[config.mk]
export PLATFORM = sky130hd
export DESIGN_NAME = dvt_accum
export DESIGN_NICKNAME = d
export VERILOG_FILES = /design/src/rtl/core/dvt_pkg.sv /design/src/rtl/core/dvt_accum.sv
export SDC_FILE = /design/constraint.sdc
export NUM_CORES = 1
export LEC_CHECK = 0
export BUFFER_PORTS_ARGS = -buffer_cell sky130_fd_sc_hd__buf_4
export CAP_MARGIN = 20
export CELL_PAD_IN_SITES_DETAIL_PLACEMENT = 2
export CELL_PAD_IN_SITES_GLOBAL_PLACEMENT = 2
export CORE_MARGIN = 2
export CORE_UTILIZATION = 32
export CTS_CLUSTER_SIZE = 8
export DETAILED_ROUTE_END_ITERATION = 8
export GPL_ROUTABILITY_DRIVEN = 0
export PLACE_DENSITY = 0.73
export SYNTH_ARGS = -nofsm -noshare
export SYNTH_HDL_FRONTEND = slang
export SYNTH_SLANG_ARGS = --single-unit
[constraint.sdc]
create_clock -name clk -period 2.6 [get_ports clk]
set_input_delay 0.26 -clock clk [delete_from_list [all_inputs] [get_ports clk]]
set_output_delay 0.26 -clock clk [all_outputs]
set_load 0.03 [all_outputs]
[src/rtl/core/dvt_pkg.sv]
// ----------------------------------------------------------------------------
// dvt_pkg
// Shared widths, register codes, pipeline control type and helpers for the
// trimmed 2x2 depth volume block.
// ----------------------------------------------------------------------------
package dvt_pkg;

  localparam int FW_BITS        = 11;
  localparam int FH_BITS        = 13;
  localparam int BG_BITS        = 16;
  localparam int VOL_BITS       = 40;
  localparam int CFG_IDX_BITS   = 2;
  localparam int CFG_DATA_BITS  = 16;
  localparam int MAX_HEIGHT     = 4096;
  localparam int ROW_BITS       = 12;

  localparam int DEF_MAX_WIDTH  = 1024;
  localparam int DEF_PIXEL_BITS = 16;

  localparam logic [FW_BITS-1:0] WIDTH_RESET  = FW_BITS'(1024);
  localparam logic [FH_BITS-1:0] HEIGHT_RESET = FH_BITS'(1024);
  localparam logic [BG_BITS-1:0] BG_RESET     = '0;

  localparam logic [CFG_IDX_BITS-1:0] REG_FRAME_WIDTH      = 2'd0;
  localparam logic [CFG_IDX_BITS-1:0] REG_FRAME_HEIGHT     = 2'd1;
  localparam logic [CFG_IDX_BITS-1:0] REG_BACKGROUND_DEPTH = 2'd2;

  // Width of one per-pixel volume contribution.
  function automatic int contrib_bits(input int pixel_bits);
    int vb;
    vb = (pixel_bits > BG_BITS) ? pixel_bits : BG_BITS;
    return vb + 2;
  endfunction

  // Control that travels with a pixel down the pipe.
  typedef struct packed {
    logic valid;
    logic on_border;  // pixel belongs to no 2x2 block
    logic pair;       // pixel closes a 2x2 block
    logic last;       // last pixel of the frame
  } dvt_ctl_t;

endpackage

[src/rtl/core/dvt_accum.sv]
// ----------------------------------------------------------------------------
// dvt_accum
// Saturating frame volume accumulator and output result register.
// ----------------------------------------------------------------------------
module dvt_accum #(
  parameter int CB = dvt_pkg::contrib_bits(dvt_pkg::DEF_PIXEL_BITS)
) (
  input  logic                          clk,
  input  logic                          rst,
  input  logic                          adv,
  input  dvt_pkg::dvt_ctl_t             ctl,
  input  logic [CB-1:0]                 contrib,
  input  logic                          out_ready,
  output logic                          out_valid,
  output logic [dvt_pkg::VOL_BITS-1:0]  volume_total
);
  import dvt_pkg::*;

  logic [VOL_BITS-1:0] volume_sum;
  logic [VOL_BITS:0]   sum_wide;
  logic [VOL_BITS-1:0] sum_sat;

  always_comb begin
    sum_wide = {1'b0, volume_sum} + (VOL_BITS + 1)'(contrib);
    sum_sat  = sum_wide[VOL_BITS] ? {VOL_BITS{1'b1}} : sum_wide[VOL_BITS-1:0];
  end

  always_ff @(posedge clk) begin
    if (rst) begin
      volume_sum <= '0;
      out_valid  <= 1'b0;
    end else begin
      if (out_valid && out_ready) begin
        out_valid <= 1'b0;
      end
      if (adv && ctl.valid) begin
        if (ctl.last) begin
          volume_sum <= '0;
          out_valid  <= 1'b1;
        end else begin
          volume_sum <= sum_sat;
        end
      end
    end
  end

  always_ff @(posedge clk) begin
    if (adv && ctl.valid && ctl.last) begin
      volume_total <= sum_sat;
    end
  end

endmodule

==> flow_metrics.tcl, run 1 <==
set metrics [dict create \
    finalHoldViolCount 0 \
    grt_start_max_net_pins 42 \
    drv_slew 0 \
    end_kind "flop" \
    avgRoutedWirePerCell_microns 22.6 \
    holdCritPathClass "in -> reg" \
    place_hpwl_microns 11800 \
    cpMaxStageDelayCell "a2111o_1" \
    hold_ws_ns 0.129 \
    setup_viol 39 \
    ios 67 \
    insertion_delay_ns 0.35 \
    netSwitchingFraction_pct 27.0 \
    yosysWarningCount 0 \
    die-area_sq_mm 0.0152 \
    area_delta_synth_final_pct 44.1 \
    initial_core_util_pct 32.7 \
    post-route-period-util_pct 105 \
    yosys.area.top_type_share_pct 26.4 \
    drive_gt1_share_pct 37.9 \
    die_w_microns 123 \
    synth_edf_count 40 \
    power_frac_clock_pct 39.9 \
    track_usage_pct 23.5 \
    maxCapViolCount 0 \
    p_int_w 0.00229 \
    rr_startpoint "volume_sum[1]$_SDFFE_PP0P_" \
    path_max_fanout 7 \
    yosysUniqueCellTypes 66 \
    fmax_mhz 365 \
    status "finished, violations left" \
    startpoint "volume_sum[1]$_SDFFE_PP0P_" \
    power_per_cell_area_mw_per_mm2 478 \
    numPlacedInstances 766 \
    violations "setup timing" \
    min_from "rst" \
    drt_wl_total_microns 18100 \
    grt_pass1_vias 4854 \
    cts.sinks 81 \
    synth.area.top_cells "edfxtp_1, dfxtp_1, nand2_1" \
    grt_pass1_wl_microns 27000 \
    cp_top_family "compound AO/OA/AOI/OAI gates" \
    ys_seq_elements 81 \
    clk_path_buf_depth 2 \
    path_class "reg -> reg" \
    chipHeight_microns 123 \
    tightest_slew_ns 0.565 \
    grt_setup_unrepaired "true" \
    combPwrFrac_pct 15.6 \
    nNetsFinal 660 \
    vias_per_cell 5.62 \
    relSlewSlack_pct 62.3 \
    cp_num_buf_inv 2 \
    min_path_cells 2 \
    drc 0 \
    clkTransAtPathRegs_ns 0.07 \
    drt_iter0_drc 228 \
    synth_top_area_cell "edfxtp_1" \
    syn_area_per_cell_sq_um 9.51 \
    min_period_ns 2.74 \
    rows 43 \
    ys_top_cells_by_count "nand2_1, dfxtp_1, edfxtp_1" \
    synth.most_common_cell "nand2_1" \
    cts_tree "yes" \
    cp_num_cells 10 \
    htree_levels 3 \
    cp.arrival_ns 2.97 \
    synthArstFlopShare_pct 0 \
    seqPwrFrac_pct 44.5 \
    postPlaceCellArea_sq_mm 0.00571 \
    root_buffer "clkbuf_16" \
    cp-start-kind "flop" \
    path_cells "ha_4 -> a21oi_2 -> nand4b_1 -> a2111o_1 -> a31oi_1 -> buf_4 -> buf_12 -> nand4_1 -> a21o_1 -> a22o_1" \
    netlist_instances 478 \
    vias 4495 \
    power_switching_w 0.000845 \
    fin_skew_ns 0.0109 \
    synth.net_count 523 \
    ys.flop_type "dfxtp_1" \
    mappedNetlistArea_sq_mm 0.00455 \
    cp.required_ns 2.83 \
    setup_ws_ns -0.139 \
    antenna_found_initial 0 \
    max_stage_delay_ns 0.45 \
    fillers 1454 \
    diodes 0 \
    irDropWorstVdd_mv 0.249 \
    fin_cells 800 \
    seq_area_frac_synth_pct 44.5 \
    finalInstanceArea_sq_mm 0.00655 \
    power.leakage_nw 2.67 \
    numCtsBuffers 9 \
    ant_nets 0 \
    dr.pass1.iters 4 \
    grt-ovfl-total 0 \
    reg2reg_depth 10 \
    port_buffers 64 \
    core_area_sq_mm 0.0139 \
]
-- stage by stage --
| step | utilization [%] | setup slack, ns | total power (W) | TNS, ns |
|---|---|---|---|---|
| floorplan | - | 0.00280 | 0.00166 | 0 |
| global placement | 41.2 | -0.146 | 0.00182 | -5.21 |
| detailed placement | 41.2 | -0.192 | 0.00184 | -8.85 |
| CTS | 45.3 | -0.0364 | 0.00311 | -0.0673 |
| global route | 47.2 | -0.196 | 0.00325 | -6.83 |
| finish | 47.2 | -0.139 | 0.00313 | -2.40 |
-- placed cells by master, fill, tap and decap left out, types with 3 or more instances in the layout --
cell type,count
ha_1,7
dfxtp_1,37
inv_1,7
buf_4,138
xnor2_1,13
a21oi_2,9
a31oi_1,4
or3_1,6
and3_1,6
xor2_1,16
nand2_1,56
buf_12,4
nor3_2,4
buf_6,7
nor2b_1,3
nor2_1,25
mux2i_1,3
nand2_2,10
and2_1,6
o21ai_0,10
o21ai_1,9
a21o_1,11
nor3_1,7
a21oi_1,21
o211ai_1,8
clkbuf_16,10
dfxtp_2,3
a22o_1,17
ha_4,11
edfxtp_1,40
nand4_1,16
nand3_1,20
nand2b_1,4
-- cells by family after synthesis --
kind of cell / synth area share (%)
AOI/OAI and AO/OA: 20.6
xor gates and xnor gates: 5.78
adders and majority gates: 5.40
buffers and inverters: 2.89
DFF: 44.5
muxes: 1.16
and+or+nand+nor: 19.7
-- power by group through the flow --
stage	clock, W	combinational (W)	sequential [W]
floorplan	0	0.000191	0.00147
global placement	0	0.000401	0.00142
detailed placement	0	0.000419	0.00142
CTS	0.00126	0.000457	0.00139
global route	0.00133	0.000529	0.00140
finish	0.00125	0.000489	0.00139
-- sequential cells by signal (all words and copies together) (netlist names) --
signal	cells
out_valid	1
volume_sum	40
volume_total	40
-- per-layer routing --
| metal | wire length (microns) | track usage, % | share of wire (%) |
|---|---|---|---|
| met4 | 276 | 6.61 | 1.5 |
| met5 | 0 | 0 | 0 |
| met1 | 7880 | 29.9 | 44 |
| met3 | 614 | 3.41 | 3.4 |
| met2 | 9310 | 41.2 | 51 |
-- worst paths after layout --
check                                end  slack, ns
max          volume_sum[33]$_SDFFE_PP0P_      -0.14
min                 out_valid$_SDFF_PP0_       0.13
max reg2reg  volume_sum[33]$_SDFFE_PP0P_      -0.14
min reg2reg  volume_sum[17]$_SDFFE_PP0P_       0.49
-- timing repair --
action                                  4_1_cts  5_1_grt
pin swaps                                    15       13
gates cloned                                  0        1
hold buffers                                  0        0
gates resized for setup                      35       44
endpoints found under the setup margin       66       62
buffers inserted                             10        7
-- layout make-up --
class	count	area, sq um	share of cell area [%]
clock inverters	4	26.3	0.401
repair buffers	150	1220	18.6
inverters	7	26.3	0.401
clock buffers	12	256	3.92
flip-flops and latches	81	2030	31.0
multi-input cells	366	2770	42.2
well taps	180	225	3.44
Power figures use the tool's default switching activity.
==> run 2, diff against run 1 <==
--- a/config.mk
+++ b/config.mk
@@ -14,6 +14,7 @@
 export CTS_CLUSTER_SIZE = 8
 export DETAILED_ROUTE_END_ITERATION = 8
 export GPL_ROUTABILITY_DRIVEN = 0
+export GPL_TIMING_DRIVEN = 0
 export PLACE_DENSITY = 0.73
 export SYNTH_ARGS = -nofsm -noshare
 export SYNTH_HDL_FRONTEND = slang
==> flow_metrics.tcl, run 2 (same netlist as run 1, synthesis figures left out) <==
set metrics [dict create \
    clkTransAtPathRegs_ns 0.07 \
    root_buffer "clkbuf_16" \
    die-area_sq_mm 0.0152 \
    area_delta_synth_final_pct 44.7 \
    grt_start_max_net_pins 30 \
    port_buffers 64 \
    cts.sinks 81 \
    reg2reg_depth 9 \
    nNetsFinal 637 \
    end_kind "flop" \
    drt_wl_total_microns 18000 \
    diodes 0 \
    post-route-period-util_pct 113 \
    initial_core_util_pct 32.7 \
    setup_viol 76 \
    regToRegEndpoint "volume_total[35]$_DFFE_PP_" \
    grt_setup_unrepaired "true" \
    fmax_mhz 341 \
    cp.required_ns 2.70 \
    min_to "out_valid$_SDFF_PP0_" \
    grt_pass1_wl_microns 25900 \
    clk_path_buf_depth 2 \
    mostFrequentLayoutCell "buf_4" \
    rr_startpoint "volume_sum[0]$_SDFFE_PP0P_" \
    antenna_found_initial 0 \
    finalInstanceArea_sq_mm 0.00658 \
    finalHoldViolCount 0 \
    die_w_microns 123 \
    post-place-ws_ns -0.594 \
    drt_iter0_drc 267 \
    tightest_slew_ns 0.862 \
    layout_common_cells "buf_4, nand2_1, edfxtp_1" \
    track_usage_pct 22.6 \
    numCtsBuffers 9 \
    drive_gt1_share_pct 37.5 \
    maxCapViolCount 0 \
    min_period_ns 2.93 \
    setup_ws_ns -0.331 \
    seq_area_sq_mm 0.00203 \
    dr.pass1.iters 4 \
    drc 0 \
    relSlewSlack_pct 42.5 \
    largestRegisters "volume_sum (40), volume_total (40), out_valid (1)" \
    path_max_fanout 7 \
    r2r_slack_ns -0.33 \
    cp-start-kind "flop" \
    cts_tree "yes" \
    chipHeight_microns 123 \
    status "finished, violations left" \
    grt-ovfl-total 0 \
    core_area_sq_mm 0.0139 \
    power_per_cell_area_mw_per_mm2 484 \
    fillers 1420 \
    ios 67 \
    place_hpwl_microns 11200 \
    irDropWorstVdd_mv 0.354 \
    rows 43 \
    multi_input_area_sq_mm 0.00297 \
    insertion_delay_ns 0.35 \
    cp.arrival_ns 3.04 \
    min_from "rst" \
    fin_skew_ns 0.0145 \
    path_class "reg -> reg" \
    avgRoutedWirePerCell_microns 23.1 \
    holdCritPathClass "in -> reg" \
    grt_pass1_vias 4632 \
    violations "setup timing" \
    htree_levels 3 \
    postPlaceCellArea_sq_mm 0.00530 \
    fin_util_pct 47.4 \
    vias 4377 \
    min_path_cells 2 \
    vias_per_cell 5.63 \
    drv_slew 0 \
    ant_nets 0 \
    power.leakage_nw 2.54 \
]
==> run 2: changes by cell type in the layout (fill, tap and decap cells not counted), sizes merged <==
cell	delta
inv	-1
bufinv	+1
clkbuf	+13
clkinv	-1
buf	-35
==> run 2: worst max-delay path by stage <==
stage | start | to
after floorplan | volume_sum[0]$_SDFFE_PP0P_ | volume_total[20]$_DFFE_PP_
after global placement | contrib[0] | volume_total[30]$_DFFE_PP_
final | volume_sum[0]$_SDFFE_PP0P_ | volume_total[35]$_DFFE_PP_
after global routing | volume_sum[0]$_SDFFE_PP0P_ | volume_total[24]$_DFFE_PP_
after detailed placement | contrib[0] | volume_total[20]$_DFFE_PP_
after CTS | volume_sum[0]$_SDFFE_PP0P_ | volume_total[35]$_DFFE_PP_
==> run 2: timing repair <==
item	in CTS	in global routing
cloned	1	0
buffers inserted	26	14
setup endpoints to repair	76	77
hold buffers	0	0
pin swaps	29	27
resized for setup	92	56
==> run 2: area by class of cell <==
cell class | instances | area share (%)
Multi-Input combinational cell | 366 | 45.2
Sequential cell | 81 | 30.8
Timing Repair Buffer | 104 | 13.5
Clock buffer | 13 | 3.80
Tap cell | 180 | 3.42
Buffer | 23 | 2.21
Clock inverter | 3 | 0.647
Inverter | 7 | 0.399
==> run 2: through the flow <==
stage	setup TNS (ns)	instances	hold slack [ns]	power, W
finish	-14.68	777	0.121	0.00319
global route	-17.91	777	0.121	0.00329
detailed placement	-22.54	723	0.472	0.00180
global placement	-19.65	722	0.466	0.00178
floorplan	0	478	0.332	0.00166
CTS	-6.60	765	0.111	0.00316
==> run 2: metal layers <==
layer  wire (microns)  global-route usage [%]
met5                0                       0
met4              401                    7.74
met3              646                    2.72
met2             9050                    38.3
met1             7870                    29.7
==> run 2: critical path: stages (launching register included) <==
cell     delay (ns)
dfxtp_2        0.34
ha_4           0.16
fa_2           0.37
a21o_1         0.21
a311o_1        0.41
a21oi_4        0.34
o32a_1         0.35
buf_6          0.18
nand2_2        0.05
mux2_4         0.27
==> run 2: where the power goes <==
part,switching [W],internal [W]
Clock,0.000551,0.000771
Combinational,0.000281,0.000188
Sequential,0.0000166,0.00138
Total,0.000849,0.00234
==> run 3, diff against run 2 <==
--- a/config.mk
+++ b/config.mk
@@ -5,6 +5,7 @@
 export SDC_FILE = /design/constraint.sdc
 export NUM_CORES = 1
 export LEC_CHECK = 0
+export ABC_AREA = 0
 export BUFFER_PORTS_ARGS = -buffer_cell sky130_fd_sc_hd__buf_4
 export CAP_MARGIN = 20
 export CELL_PAD_IN_SITES_DETAIL_PLACEMENT = 2
@@ -16,6 +17,8 @@
 export GPL_ROUTABILITY_DRIVEN = 0
 export GPL_TIMING_DRIVEN = 0
 export PLACE_DENSITY = 0.73
+export RECOVER_POWER = 100
+export REMOVE_ABC_BUFFERS = 1
 export SYNTH_ARGS = -nofsm -noshare
 export SYNTH_HDL_FRONTEND = slang
 export SYNTH_SLANG_ARGS = --single-unit
==> flow_metrics.tcl, run 3 (same netlist as run 1, synthesis figures left out) <==
set metrics [dict create \
    cts_tree "yes" \
    max_stage_delay_ns 0.50 \
    cp-start-kind "flop" \
    status "finished, violations left" \
    hold_ws_ns 0.140 \
    min_period_ns 2.72 \
    port_buffers 64 \
    avgRoutedWirePerCell_microns 22.5 \
    mostFrequentLayoutCell "nand2_1" \
    post-place-ws_ns -1.14 \
    vias_per_cell 5.66 \
    die_w_microns 123 \
    finalHoldViolCount 0 \
    startpoint "volume_sum[5]$_SDFFE_PP0P_" \
    path_cells "ha_2 -> nor2_1 -> nor4_4 -> a21oi_4 -> or3_4 -> a211oi_4 -> nand2_4 -> o311ai_2" \
    power_per_cell_area_mw_per_mm2 490 \
    numPlacedInstances 702 \
    holdCritPathClass "in -> reg" \
    power.leakage_nw 2.36 \
    rows 43 \
    min_from "rst" \
    cp.arrival_ns 2.97 \
    grt_start_max_net_pins 27 \
    die-area_sq_mm 0.0152 \
    initial_core_util_pct 32.7 \
    track_usage_pct 21.7 \
    reg2reg_depth 8 \
    place_hpwl_microns 10500 \
    maxCapViolCount 0 \
    fin_skew_ns 0.00958 \
    root_buffer "clkbuf_16" \
    path_class "reg -> reg" \
    cts.sinks 81 \
    core_area_sq_mm 0.0139 \
    clk_path_buf_depth 2 \
    dr.pass1.iters 4 \
    grt_pass1_vias 4403 \
    rr_startpoint "volume_sum[5]$_SDFFE_PP0P_" \
    drt_wl_total_microns 16800 \
    irDropWorstVdd_mv 0.257 \
    cp.required_ns 2.86 \
    diodes 0 \
    htree_levels 3 \
    regToRegEndpoint "volume_sum[31]$_SDFFE_PP0P_" \
    grt-ovfl-total 0 \
    end_kind "flop" \
    antenna_found_initial 0 \
    drt_iter0_drc 255 \
    insertion_delay_ns 0.35 \
    numCtsBuffers 9 \
    setup_ws_ns -0.115 \
    largestRegisters "volume_sum (40), volume_total (40), out_valid (1)" \
    layout_common_cells "nand2_1, clkbuf_1, buf_4" \
    fillers 1482 \
    area_delta_synth_final_pct 34.0 \
    vias 4240 \
    ant_nets 0 \
    p_total_w 0.00298 \
    crit_path_end "volume_sum[31]$_SDFFE_PP0P_" \
    relSlewSlack_pct 37.7 \
    r2r_slack_ns -0.12 \
    fin_cells 749 \
    ios 67 \
    fin_util_pct 43.9 \
    drc 0 \
    nNetsFinal 610 \
    fmax_mhz 368 \
    drv_slew 0 \
    cpMaxStageDelayCell "a211oi_4" \
    clkTransAtPathRegs_ns 0.06 \
    violations "setup timing" \
    setup_viol 40 \
    tightest_slew_ns 0.935 \
    grt_setup_unrepaired "true" \
    path_max_fanout 8 \
    post-route-period-util_pct 104 \
    drive_gt1_share_pct 27.1 \
    grt_pass1_wl_microns 24700 \
    chipHeight_microns 123 \
]
-- run 3: final cells by class --
class / count / area (sq um) / share of cell area [%]
Multi-Input combinational cell: 368 / 2910 / 47.8
Sequential cell: 81 / 2020 / 33.2
Timing Repair Buffer: 98 / 653 / 10.7
Clock buffer: 10 / 229 / 3.76
Tap cell: 180 / 225 / 3.70
Inverter: 7 / 26.3 / 0.431
Clock inverter: 5 / 23.8 / 0.390
-- run 3: worst min path at each step --
stage                                             end  slack (ns)  depth (start not counted)
after floorplan                  out_valid$_SDFF_PP0_        0.33                          1
after global placement    volume_sum[15]$_SDFFE_PP0P_        0.46                          2
after detailed placement   volume_sum[3]$_SDFFE_PP0P_        0.48                          1
after CTS                        out_valid$_SDFF_PP0_        0.13                          2
after global routing             out_valid$_SDFF_PP0_        0.16                          2
final                            out_valid$_SDFF_PP0_        0.14                          2
-- run 3: report_power, final --
part	switching [W]	internal [W]	total [W]	leakage, nW
Sequential	0.0000150	0.00138	0.00139	0.674
Clock	0.000519	0.000631	0.00115	0.122
Combinational	0.000275	0.000165	0.000440	1.56
-- run 3: routing by layer --
layer | track usage (%) | vias to the layer above | wire length (microns)
met1 | 27.1 | 2163 | 7220
met2 | 37.9 | 75 | 8940
met5 | 0 | - | 0
li1 | - | 1982 | -
met3 | 2.49 | 20 | 421
met4 | 8.66 | 0 | 271
-- run 3: timing repair --
item	4_1_cts	5_1_grt
buffers inserted	18	11
gates resized for setup	54	54
pin swaps	16	31
hold buffers	0	0
endpoints found under the setup margin	80	72
cloned	2	0
-- run 3: through the flow --
step                cell area [sq um]  setup TNS [ns]
floorplan                        4440           -4.26
global placement                 5150          -58.73
CTS                              5920          -0.477
finish                           6090           -1.98
global route                     6090           -6.26
detailed placement               5240          -60.05
-- run 3: worst max-delay path: cells and delay by family, from the launching register on --
kind | cells | cell delay [ns]
flip-flops | 1 | 0.32
adder cells (fa/ha/maj) | 1 | 0.41
AO/OA/AOI/OAI | 3 | 0.78
AND/OR/NAND/NOR | 4 | 1.09
