## src/rtl/core/dvt_pkg.sv

```systemverilog
// ----------------------------------------------------------------------------
// dvt_pkg
// Shared widths, register codes, pipeline control type and helpers for the
// trimmed 2x2 depth volume block.
// ----------------------------------------------------------------------------
package dvt_pkg;

  localparam int FW_BITS        = 11;
  localparam int FH_BITS        = 13;
  localparam int BG_BITS        = 16;
  localparam int VOL_BITS       = 40;
  localparam int CFG_IDX_BITS   = 2;
  localparam int CFG_DATA_BITS  = 16;
  localparam int MAX_HEIGHT     = 4096;
  localparam int ROW_BITS       = 12;

  localparam int DEF_MAX_WIDTH  = 1024;
  localparam int DEF_PIXEL_BITS = 16;

  localparam logic [FW_BITS-1:0] WIDTH_RESET  = FW_BITS'(1024);
  localparam logic [FH_BITS-1:0] HEIGHT_RESET = FH_BITS'(1024);
  localparam logic [BG_BITS-1:0] BG_RESET     = '0;

  localparam logic [CFG_IDX_BITS-1:0] REG_FRAME_WIDTH      = 2'd0;
  localparam logic [CFG_IDX_BITS-1:0] REG_FRAME_HEIGHT     = 2'd1;
  localparam logic [CFG_IDX_BITS-1:0] REG_BACKGROUND_DEPTH = 2'd2;

  // Width of one per-pixel volume contribution.
  function automatic int contrib_bits(input int pixel_bits);
    int vb;
    vb = (pixel_bits > BG_BITS) ? pixel_bits : BG_BITS;
    return vb + 2;
  endfunction

  // Control that travels with a pixel down the pipe.
  typedef struct packed {
    logic valid;
    logic on_border;  // pixel belongs to no 2x2 block
    logic pair;       // pixel closes a 2x2 block
    logic last;       // last pixel of the frame
  } dvt_ctl_t;

endpackage

```

## src/rtl/core/dvt_trim_unit.sv

```systemverilog
// ----------------------------------------------------------------------------
// dvt_trim_unit
// Trimmed-mean contribution of one pixel: border excess, or twice the middle
// pair of a 2x2 block above twice the background. Result registered.
// ----------------------------------------------------------------------------
module dvt_trim_unit #(
  parameter int PIXEL_BITS = dvt_pkg::DEF_PIXEL_BITS,
  parameter int CB         = dvt_pkg::contrib_bits(dvt_pkg::DEF_PIXEL_BITS)
) (
  input  logic                         clk,
  input  logic                         rst,
  input  logic                         adv,
  input  dvt_pkg::dvt_ctl_t            ctl_in,
  input  logic [PIXEL_BITS-1:0]        px,
  input  logic [PIXEL_BITS-1:0]        left,
  input  logic [PIXEL_BITS-1:0]        up_even,
  input  logic [PIXEL_BITS-1:0]        up_odd,
  input  logic [dvt_pkg::BG_BITS-1:0]  bg,
  output dvt_pkg::dvt_ctl_t            ctl_out,
  output logic [CB-1:0]                contrib
);
  import dvt_pkg::*;

  logic [CB-1:0] a, b, d, e, bg_x, mx, mn, mid, two_bg;
  logic [CB-1:0] pair_val, border_val, contrib_next;

  always_comb begin
    a    = CB'(up_even);
    b    = CB'(up_odd);
    d    = CB'(left);
    e    = CB'(px);
    bg_x = CB'(bg);

    mx = a;
    mn = a;
    if (b > mx) mx = b;
    if (d > mx) mx = d;
    if (e > mx) mx = e;
    if (b < mn) mn = b;
    if (d < mn) mn = d;
    if (e < mn) mn = e;

    mid    = a + b + d + e - mx - mn;
    two_bg = bg_x << 1;

    pair_val   = (mid > two_bg) ? ((mid - two_bg) << 1) : '0;
    border_val = (e > bg_x) ? (e - bg_x) : '0;

    priority if (ctl_in.on_border) begin
      contrib_next = border_val;
    end else if (ctl_in.pair) begin
      contrib_next = pair_val;
    end else begin
      contrib_next = '0;
    end
  end

  // Hold the stage while the pipe is stalled.
  always_ff @(posedge clk) begin
    if (rst) begin
      ctl_out <= '0;
    end else if (adv) begin
      ctl_out <= ctl_in;
    end
    if (adv) begin
      contrib <= contrib_next;
    end
  end

endmodule

```

## config.mk

```make
export PLATFORM = sky130hd
export DESIGN_NAME = dvt_trim_unit
export DESIGN_NICKNAME = d
export VERILOG_FILES = /design/src/rtl/core/dvt_pkg.sv /design/src/rtl/core/dvt_trim_unit.sv
export SDC_FILE = /design/constraint.sdc
export NUM_CORES = 1
export LEC_CHECK = 0
export BUFFER_PORTS_ARGS = -buffer_cell sky130_fd_sc_hd__buf_2
export CAP_MARGIN = 20
export CORE_ASPECT_RATIO = 1.2
export CORE_UTILIZATION = 45
export DETAILED_ROUTE_END_ITERATION = 8
export GPL_TIMING_DRIVEN = 0
export HOLD_SLACK_MARGIN = 0.03
export PLACE_DENSITY = 0.68
export RECOVER_POWER = 50
export SYNTH_ARGS = -nofsm -noshare
export SYNTH_HDL_FRONTEND = slang
export SYNTH_SLANG_ARGS = --single-unit
```

## constraint.sdc

```tcl
create_clock -name clk -period 11.05 [get_ports clk]
set_clock_uncertainty 0.05 [all_clocks]
set_input_delay 1.105 -clock clk [delete_from_list [all_inputs] [get_ports clk]]
set_output_delay 1.105 -clock clk [all_outputs]
set_load 0.02 [all_outputs]
```

==> qor.csv, run 1 <==
stage;metric;value;unit
clocking;tritoncts;yes;
flow_run;max-cap-violations;0;
placed_design;hpwl;17.35;mm
timing;fmax;0.08853;GHz
critical_path;start_kind;input pin;
detailed_routing;first_pass_iters;7;
synth;synthTopCellsByCount;168 x inv_1, 128 x ha_1, 66 x fa_1, 51 x mux2_2, 49 x a21oi_1;
grt;grt_max_degree;20;
critical_path;slowest_delay;0.51;ns
synth;ys_seq_area_share;8.072;%
clocking;clockRootBuffer;clkbuf_16;
detailed_routing;route.vias.total;6927;
die;num_rows;52;
critical_path;cp.required;11.00;ns
timing;setup_viol;17;
placed_design;gp_congestion;0.9337;
die;coreArea;16790;µm²
critical_path;worst_path_max_delay_cell;fa_1;
synth;synth_top_area_share;20.83;%
synth;syn_nets;1142;
critical_path;crit_arrival;11.25;ns
grt;grt_pass1_wl;33.87;mm
synth;synth_edf_count;18;
clocking;clock_path_buffers;2;
synth;yosys.area.top_type;ha_1;
min_path;hold_path_end;ctl_out[0]$_SDFFE_PP0P_;
finish;syn_to_final_growth;28.14;%
timing;layout_worst_path_cycle_share;102.2;%
timing;min_period;11.29;ns
critical_path;path_max_fanout;7;
detailed_routing;avgViaCountPerCell;5.555;
detailed_routing;drtAntennaViolNets;0;
timing;slew_violations;0;
critical_path;r2r_slack;10.39;ns
die;die_area;17620;µm²
synth;ys_warn_count;0;
critical_path;critPathKind;in2reg;
timing;hold_violations;0;
finish;layout-drive-gt1-share;31.62;%
clocking;cts.sinks;22;
finish;fin_nets;1313;
finish;finalNonFillerCells;1247;
synth;synthArstFlopShare;0;%
clocking;cts.clk_slew.worst_paths;0.06;ns
synth;postSynthCellCount;861;
timing;rsz0062_at_grt;yes;
status;status;finished with violations;
detailed_routing;routed_wl;21.22;mm
critical_path;crit_path_end_kind;register;
synth;synth_seq_cells;22;
grt;overflow;0;
synth;ys_top_cells_by_area;ha_1 21%, fa_1 17%, inv_1 8.2%;
timing;worst_slack;-0.2450;ns
die;die_x;121.3;µm
finish;antenna_cells;0;
status;violations;negative setup slack;
critical_path;timing.rr.start;ctl_out[3]$_SDFFE_PP0P_;
grt;grt_pass1_vias;6894;
critical_path;r2r-end;ctl_out[3]$_SDFFE_PP0P_;
placed_design;portBuffers;108;
die;die-height;145.2;µm
detailed_routing;drt_iter0_drc;442;
clocking;insertion_delay;0.25;ns
die;design.portCount;109;
clocking;htreeDepth;1;
min_path;holdCritPathClass;reg2reg;
synth;syn_area;7689;µm²
placed_design;dp_cells;1185;
die;start_util;45.80;%
clocking;cts_buffers;3;
min_path;min_from;ctl_out[0]$_SDFFE_PP0P_;
detailed_routing;route.detailed.drc;0;
grt;antenna_found_initial;0;
synth;avgSynthCellArea;8.930;µm²
synth;synth_most_common_cell;inv_1;
detailed_routing;wire_per_inst;17.02;µm
synth;synth.distinct_cells;61;
timing;setup-tns-final;-3.395;ns
timing;slew_headroom;34.25;%
min_path;min_path_cells;2;
grt;grt_usage;24.49;%
critical_path;reg2reg_depth;2;
synth;synth-main-ff-cell;edfxtp_1;
timing;tightest_slew;0.9862;ns
finish;num-fill-cells;1459;
==> sequential cells by signal, summed over array words and instances (netlist names) <==
register,cells
ctl_out,4
contrib,18
==> cells in the final DEF (no fill, tap or decap), types with 23 or more instances in the layout <==
cell,Yosys,final
mux2i_1,46,39
a21oi_1,49,37
buf_4,2,55
nand2_1,27,26
o21ai_0,31,23
buf_2,5,86
inv_1,168,156
fa_1,66,63
xnor2_1,25,25
mux2_2,51,44
ha_1,128,107
nor2_1,37,33
==> critical path: cells and delay by family <==
kind | cells | cell delay (ns)
compound gates | 27 | 4.65
mux | 3 | 0.81
fa+ha+maj | 8 | 2.81
xor+xnor | 1 | 0.16
buf+inv | 11 | 1.32
simple gates | 4 | 0.37
==> per-layer routing <==
layer	vias to the layer above	global-route usage, %	routed length [µm]
met5	-	0	0
met4	0	4.383	443
met3	28	1.887	1031
met2	194	44.55	11140
met1	3313	31.40	8604
li1	3392	-	-
==> logic make-up after synthesis <==
family                   count (synthesis)  share of synthesized area (%)
adder cells (fa/ha/maj)                194                          38.01
AO/OA/AOI/OAI                          184                          16.55
buffers and inverters                  181                          9.536
AND/OR/NAND/NOR                        144                          9.683
multiplexers                           100                          14.04
XOR/XNOR                                36                          4.101
flip-flops                              22                          8.072
==> stage by stage <==
stage	worst slack [ns]	hold WS [ns]	util [%]	instance area [µm²]
after floorplan	0.001099	0.5288	-	7805
after global placement	-1.480	0.4288	51.33	8616
after detailed placement	-1.537	0.4336	51.33	8616
after CTS	-0.07489	0.4515	57.41	9637
after global routing	-0.6899	0.4810	58.69	9852
final	-0.2450	0.4487	58.69	9852
==> worst max-delay path by stage <==
stage	endpoint	start	slack (ns)
floorplan	contrib[10]$_DFFE_PP_	up_even[7]	0.001
finish	contrib[13]$_DFFE_PP_	up_even[7]	-0.24
CTS	contrib[13]$_DFFE_PP_	up_even[15]	-0.07
global route	contrib[13]$_DFFE_PP_	up_even[7]	-0.69
global placement	contrib[12]$_DFFE_PP_	up_even[14]	-1.48
detailed placement	contrib[13]$_DFFE_PP_	up_even[14]	-1.54
==> timing repair <==
item                       in CTS  in global routing
setup buffers                  46                 11
pin swaps                      75                 49
hold buffers                    0                  0
cloned                          1                  0
gates resized for setup       123                 38
setup endpoints to repair      17                 17
==> cell type report <==
cell class                      instances  area (µm²)  area share (%)
Sequential cell                        22       620.6           6.299
Multi-Input combinational cell        658        6938           70.42
Tap cell                              216       270.3           2.743
Clock buffer                            4       88.84          0.9017
Timing Repair Buffer                  166        1145           11.62
Inverter                              168       640.6           6.502
Buffer                                 13       148.9           1.511
Power of run 1 is not shown: default switching activity piles up to over one toggle a cycle in this logic, so the estimate is an artifact.
==> inputs of run 2 (changes only) <==
--- a/config.mk
+++ b/config.mk
@@ -12,7 +12,7 @@
 export DETAILED_ROUTE_END_ITERATION = 8
 export GPL_TIMING_DRIVEN = 0
 export HOLD_SLACK_MARGIN = 0.03
-export PLACE_DENSITY = 0.68
+export PLACE_DENSITY = 0.65
 export RECOVER_POWER = 50
 export SYNTH_ARGS = -nofsm -noshare
 export SYNTH_HDL_FRONTEND = slang
==> constraint.sdc (replaced) <==
create_clock -name clk -period 14.6 [get_ports clk]
set_clock_uncertainty 0.05 [all_clocks]
set_input_delay 1.46 -clock clk [delete_from_list [all_inputs] [get_ports clk]]
set_output_delay 1.46 -clock clk [all_outputs]
set_load 0.02 [all_outputs]
==> run 2 against run 1 <==
Net effect: the run now ends clean; count of clock-buffer cells in the layout did not move; first-iteration DRC count fell by 33%; register-to-register slack improved by 3.6 ns; setup slack improved by 1.1 ns; die area did not move; hold slack got worse by 0.0059 ns; final cell count fell by 4.7%; wire length fell by 8.7%; cell area fell by 13%; sequential cell count did not move; sequential share of layout area rose by 0.93 points; critical path depth fell by 1; critical endpoint is now contrib[10]$_DFFE_PP_.
==> qor.csv, run 2 (same netlist as run 1, synthesis figures left out) <==
stage;metric;value;unit
finish;mostFrequentLayoutCell;inv_1;
grt;overflow;0;
critical_path;crit_buf_inv;10;
critical_path;path_max_fanout;10;
finish;top_register;contrib;
grt;grt_usage;22.53;%
die;coreArea;16790;µm²
die;die_area;17620;µm²
finish;antenna_cells;0;
clocking;postCtsHoldBufs;0;
detailed_routing;avgViaCountPerCell;5.414;
detailed_routing;first_pass_iters;5;
clocking;htreeDepth;1;
grt;antenna_found_initial;0;
clocking;cts.clk_slew.worst_paths;0.06;ns
detailed_routing;route.vias.total;6437;
placed_design;hpwl;17.44;mm
timing;slew_headroom;36.93;%
timing;setup_viol;0;
timing;tightest_slew;0.9460;ns
clocking;clock_path_buffers;2;
clocking;insertion_delay;0.26;ns
finish;top_regs;contrib: 18 flops, ctl_out: 4 flops;
critical_path;worst_path_most_repeated_cell;ha_1;
timing;min_period;13.70;ns
detailed_routing;wire_per_inst;16.29;µm
critical_path;critPathKind;in2reg;
die;design.portCount;109;
placed_design;portBuffers;108;
critical_path;start_kind;input pin;
critical_path;crit_path_end_kind;register;
detailed_routing;drt_iter0_drc;294;
status;status;finished, final reports clean;
timing;worst_slack;0.9039;ns
die;die_x;121.3;µm
critical_path;slowest_delay;0.55;ns
detailed_routing;route.detailed.drc;0;
min_path;holdCritPathClass;reg2reg;
grt;grt_pass1_wl;31.47;mm
timing;hold_violations;0;
grt;grt_max_degree;20;
finish;largest_reg_flops;18;
critical_path;crit_arrival;13.77;ns
timing;layout_worst_path_cycle_share;93.81;%
critical_path;cp_top_family;compound AO/OA/AOI/OAI gates;
detailed_routing;drtAntennaViolNets;0;
die;start_util;45.80;%
critical_path;cp.required;14.67;ns
flow_run;max-cap-violations;0;
placed_design;post-place-ws;-0.2204;ns
clocking;tritoncts;yes;
timing;rsz0062_at_grt;no;
finish;fin_nets;1255;
grt;grt_pass1_vias;6559;
clocking;clockRootBuffer;clkbuf_16;
die;num_rows;52;
finish;syn_to_final_growth;11.64;%
timing;slew_violations;0;
clocking;cts.sinks;22;
critical_path;worst_path_max_delay_cell;a2111oi_1;
detailed_routing;routed_wl;19.37;mm
finish;layout-drive-gt1-share;17.68;%
die;die-height;145.2;µm
finish;mostFrequentLayoutCells;168 x inv_1, 128 x ha_1, 99 x buf_2;
clocking;cts_buffers;3;
timing;fmax;0.07301;GHz
placed_design;gp_congestion;0.9129;
-- run 2: final timing paths --
| check | depth (start not counted) | slack [ns] | start | end |
|---|---|---|---|---|
| min | 2 | 0.44 | ctl_out[1]$_SDFFE_PP0P_ | ctl_out[1]$_SDFFE_PP0P_ |
| max reg2reg | 2 | 13.95 | ctl_out[0]$_SDFFE_PP0P_ | ctl_out[0]$_SDFFE_PP0P_ |
| min reg2reg | 2 | 0.44 | ctl_out[1]$_SDFFE_PP0P_ | ctl_out[1]$_SDFFE_PP0P_ |
| max | 53 | 0.90 | up_even[14] | contrib[10]$_DFFE_PP_ |
-- run 2: per-stage QoR --
step	hold slack, ns	util [%]	setup TNS (ns)	area, µm²	instances
after floorplan	0.5288	-	0	7689	861
after global placement	0.4197	50.63	-1.108	8499	1185
after detailed placement	0.4355	50.63	-2.080	8499	1185
after CTS	0.4488	51.16	0	8588	1189
after global routing	0.4923	51.13	0	8583	1189
final	0.4428	51.13	0	8583	1189
-- run 2: repair_timing --
item                       CTS  global route
gates resized for setup      0             4
buffers inserted             0             0
setup endpoints to repair    0            17
-- run 2: worst min-delay path, stage by stage, from the launching register on --
cell and delay (ns):
dfxtp_1 0.33, mux2i_1 0.07, nor2_1 0.07
-- run 2: area by class of cell --
cell class                      instances  area (µm²)
Tap cell                              216       270.3
Buffer                                 13       102.6
Inverter                              168       630.6
Timing Repair Buffer                  108       523.0
Fill cell                            1652        8203
Clock buffer                            4       88.84
Sequential cell                        22       620.6
Multi-Input combinational cell        658        6347
-- run 2: routing by layer --
metal,wire length [µm],GRT usage [%],vias to the layer above
met4,461,6.173,0
met1,8653,28.04,3010
met3,576,1.022,24
met2,9677,41.45,128
li1,-,-,3275
met5,0,0,-
Power of run 2 is left out for the same reason.
==> inputs of run 3 (changes only) <==
--- a/config.mk
+++ b/config.mk
@@ -13,7 +13,6 @@
 export GPL_TIMING_DRIVEN = 0
 export HOLD_SLACK_MARGIN = 0.03
 export PLACE_DENSITY = 0.65
-export RECOVER_POWER = 50
 export SYNTH_ARGS = -nofsm -noshare
 export SYNTH_HDL_FRONTEND = slang
 export SYNTH_SLANG_ARGS = --single-unit
==> run 3 against run 2 <==
Net effect: setup slack got worse by 0.0068 ns; count of clock-buffer cells in the layout stayed put; wire length rose by 0.13%; sequential cell count is the same; global-route usage did not move; cell area grew 0.20%; sequential share of layout area about the same; critical path depth stayed put; first-iteration DRC count unchanged; register-to-register slack about the same; hold slack lost 0.0029 ns; critical path type unchanged; critical endpoint unchanged.
==> qor.csv, run 3 (same netlist as run 1, synthesis figures left out) <==
stage;metric;value;unit
timing;hold_violations;0;
placed_design;portBuffers;108;
critical_path;slowest_delay;0.54;ns
critical_path;worst_path_max_delay_cell;fa_1;
detailed_routing;drtAntennaViolNets;0;
status;status;finished, final reports clean;
finish;top_regs;contrib: 18 flops, ctl_out: 4 flops;
die;coreArea;16790;µm²
min_path;holdCritPathClass;reg2reg;
finish;fin_nets;1255;
detailed_routing;wire_per_inst;16.31;µm
detailed_routing;first_pass_iters;5;
clocking;insertion_delay;0.26;ns
critical_path;start_kind;input pin;
detailed_routing;route.detailed.drc;0;
clocking;cts_setup_buffers;0;
finish;syn_to_final_growth;11.86;%
timing;min_period;13.70;ns
grt;grt_pass1_vias;6559;
clocking;clock_path_buffers;2;
critical_path;path_max_fanout;10;
critical_path;reg2reg_depth;2;
grt;overflow;0;
die;die-height;145.2;µm
die;design.portCount;109;
finish;mostFrequentLayoutCells;168 x inv_1, 128 x ha_1, 113 x buf_2;
clocking;tritoncts;yes;
critical_path;worst_path_most_repeated_cell;ha_1;
clocking;clockRootBuffer;clkbuf_16;
critical_path;crit_arrival;13.78;ns
critical_path;critPathKind;in2reg;
timing;layout_worst_path_cycle_share;93.86;%
grt;grt_usage;22.53;%
clocking;cts_buffers;3;
grt;grt_pass1_wl;31.47;mm
detailed_routing;route.vias.total;6489;
die;die_x;121.3;µm
finish;antenna_cells;0;
clocking;htreeDepth;1;
critical_path;timing.rr.start;ctl_out[0]$_SDFFE_PP0P_;
critical_path;critPathLaunch;up_even[14];
finish;largest_reg_flops;18;
placed_design;hpwl;17.44;mm
timing;setup-tns-final;0;ns
grt;use_met2;41.45;%
timing;setup_viol;0;
die;start_util;45.80;%
clocking;cts.sinks;22;
critical_path;r2r-end;ctl_out[0]$_SDFFE_PP0P_;
critical_path;r2r_slack;13.96;ns
critical_path;crit_end;contrib[10]$_DFFE_PP_;
grt;grt_use_met3;1.022;%
detailed_routing;routed_wl;19.39;mm
detailed_routing;drt_iter0_drc;294;
detailed_routing;avgViaCountPerCell;5.458;
critical_path;cp.required;14.67;ns
flow_run;max-cap-violations;0;
timing;slew_headroom;59.52;%
die;num_rows;52;
timing;rsz0062_at_grt;no;
clocking;cts.clk_slew.worst_paths;0.05;ns
critical_path;crit_path_end_kind;register;
timing;tightest_slew;0.6009;ns
finish;top_register;contrib;
grt;use_met1;28.04;%
grt;antenna_found_initial;0;
grt;grt_max_degree;20;
finish;layout-drive-gt1-share;19.12;%
timing;fmax;0.07298;GHz
finish;mostFrequentLayoutCell;inv_1;
die;die_area;17620;µm²
placed_design;gp_congestion;0.9129;
timing;slew_violations;0;
grt;top_usage_layer;met2;
[run 3: cell types whose count changed in the layout (fill, tap and decap cells not counted), sizes merged]
| cell | previous run | this run |
|---|---|---|
| clkbuf | 21 | 7 |
| buf | 104 | 118 |
[run 3: worst min-delay path by stage]
stage                                 start                       to  slack (ns)  depth (start not counted)
global placement    ctl_out[0]$_SDFFE_PP0P_  ctl_out[0]$_SDFFE_PP0P_        0.42                          2
detailed placement  ctl_out[2]$_SDFFE_PP0P_  ctl_out[2]$_SDFFE_PP0P_        0.44                          2
CTS                 ctl_out[2]$_SDFFE_PP0P_  ctl_out[2]$_SDFFE_PP0P_        0.45                          2
finish              ctl_out[1]$_SDFFE_PP0P_  ctl_out[1]$_SDFFE_PP0P_        0.44                          2
global route        ctl_out[1]$_SDFFE_PP0P_  ctl_out[1]$_SDFFE_PP0P_        0.49                          2
floorplan           ctl_out[0]$_SDFFE_PP0P_  ctl_out[0]$_SDFFE_PP0P_        0.53                          2
[run 3: layer usage]
layer	up-vias	routed length (µm)	share of wire, %
met5	-	0	0
met4	0	461	2.4
met3	24	720	3.7
met2	156	9674	50
met1	3034	8535	44
li1	3275	-	-
[run 3: critical path, delay by kind of cell]
| kind | cells | cell delay (ns) |
|---|---|---|
| AO/OA/AOI/OAI | 25 | 5.48 |
| multiplexers | 3 | 0.95 |
| buffers and inverters | 10 | 1.79 |
| AND/OR/NAND/NOR | 7 | 0.95 |
| adder cells (fa/ha/maj) | 8 | 3.14 |
[run 3: area by class of cell]
class	instances	area, µm²
fillers	1640	8185
multi-input cells	658	6347
inverters	168	630.6
flip-flops and latches	22	620.6
repair buffers	108	540.5
well taps	216	270.3
plain buffers	13	102.6
clock buffers	4	88.84
[run 3: timing repair]
item | in CTS | in global routing
endpoints found under the hold margin | 0 | 0
endpoints found under the setup margin | 0 | 17
hold buffers | 0 | 0
gates resized for setup | 0 | 4
[run 3: through the flow]
stage / instances / setup WS, ns / utilization [%] / hold WS, ns / cell area (µm²)
3_3_place_gp: 1185 / -0.1208 / 50.63 / 0.4197 / 8499
4_1_cts: 1189 / 0.02269 / 51.16 / 0.4488 / 8588
2_1_floorplan: 861 / 2.421 / - / 0.5288 / 7689
3_5_place_dp: 1185 / -0.2204 / 50.63 / 0.4355 / 8499
5_1_grt: 1189 / 0.1024 / 51.24 / 0.4887 / 8601
6_report: 1189 / 0.8971 / 51.24 / 0.4399 / 8601
Power of run 3 is left out for the same reason.
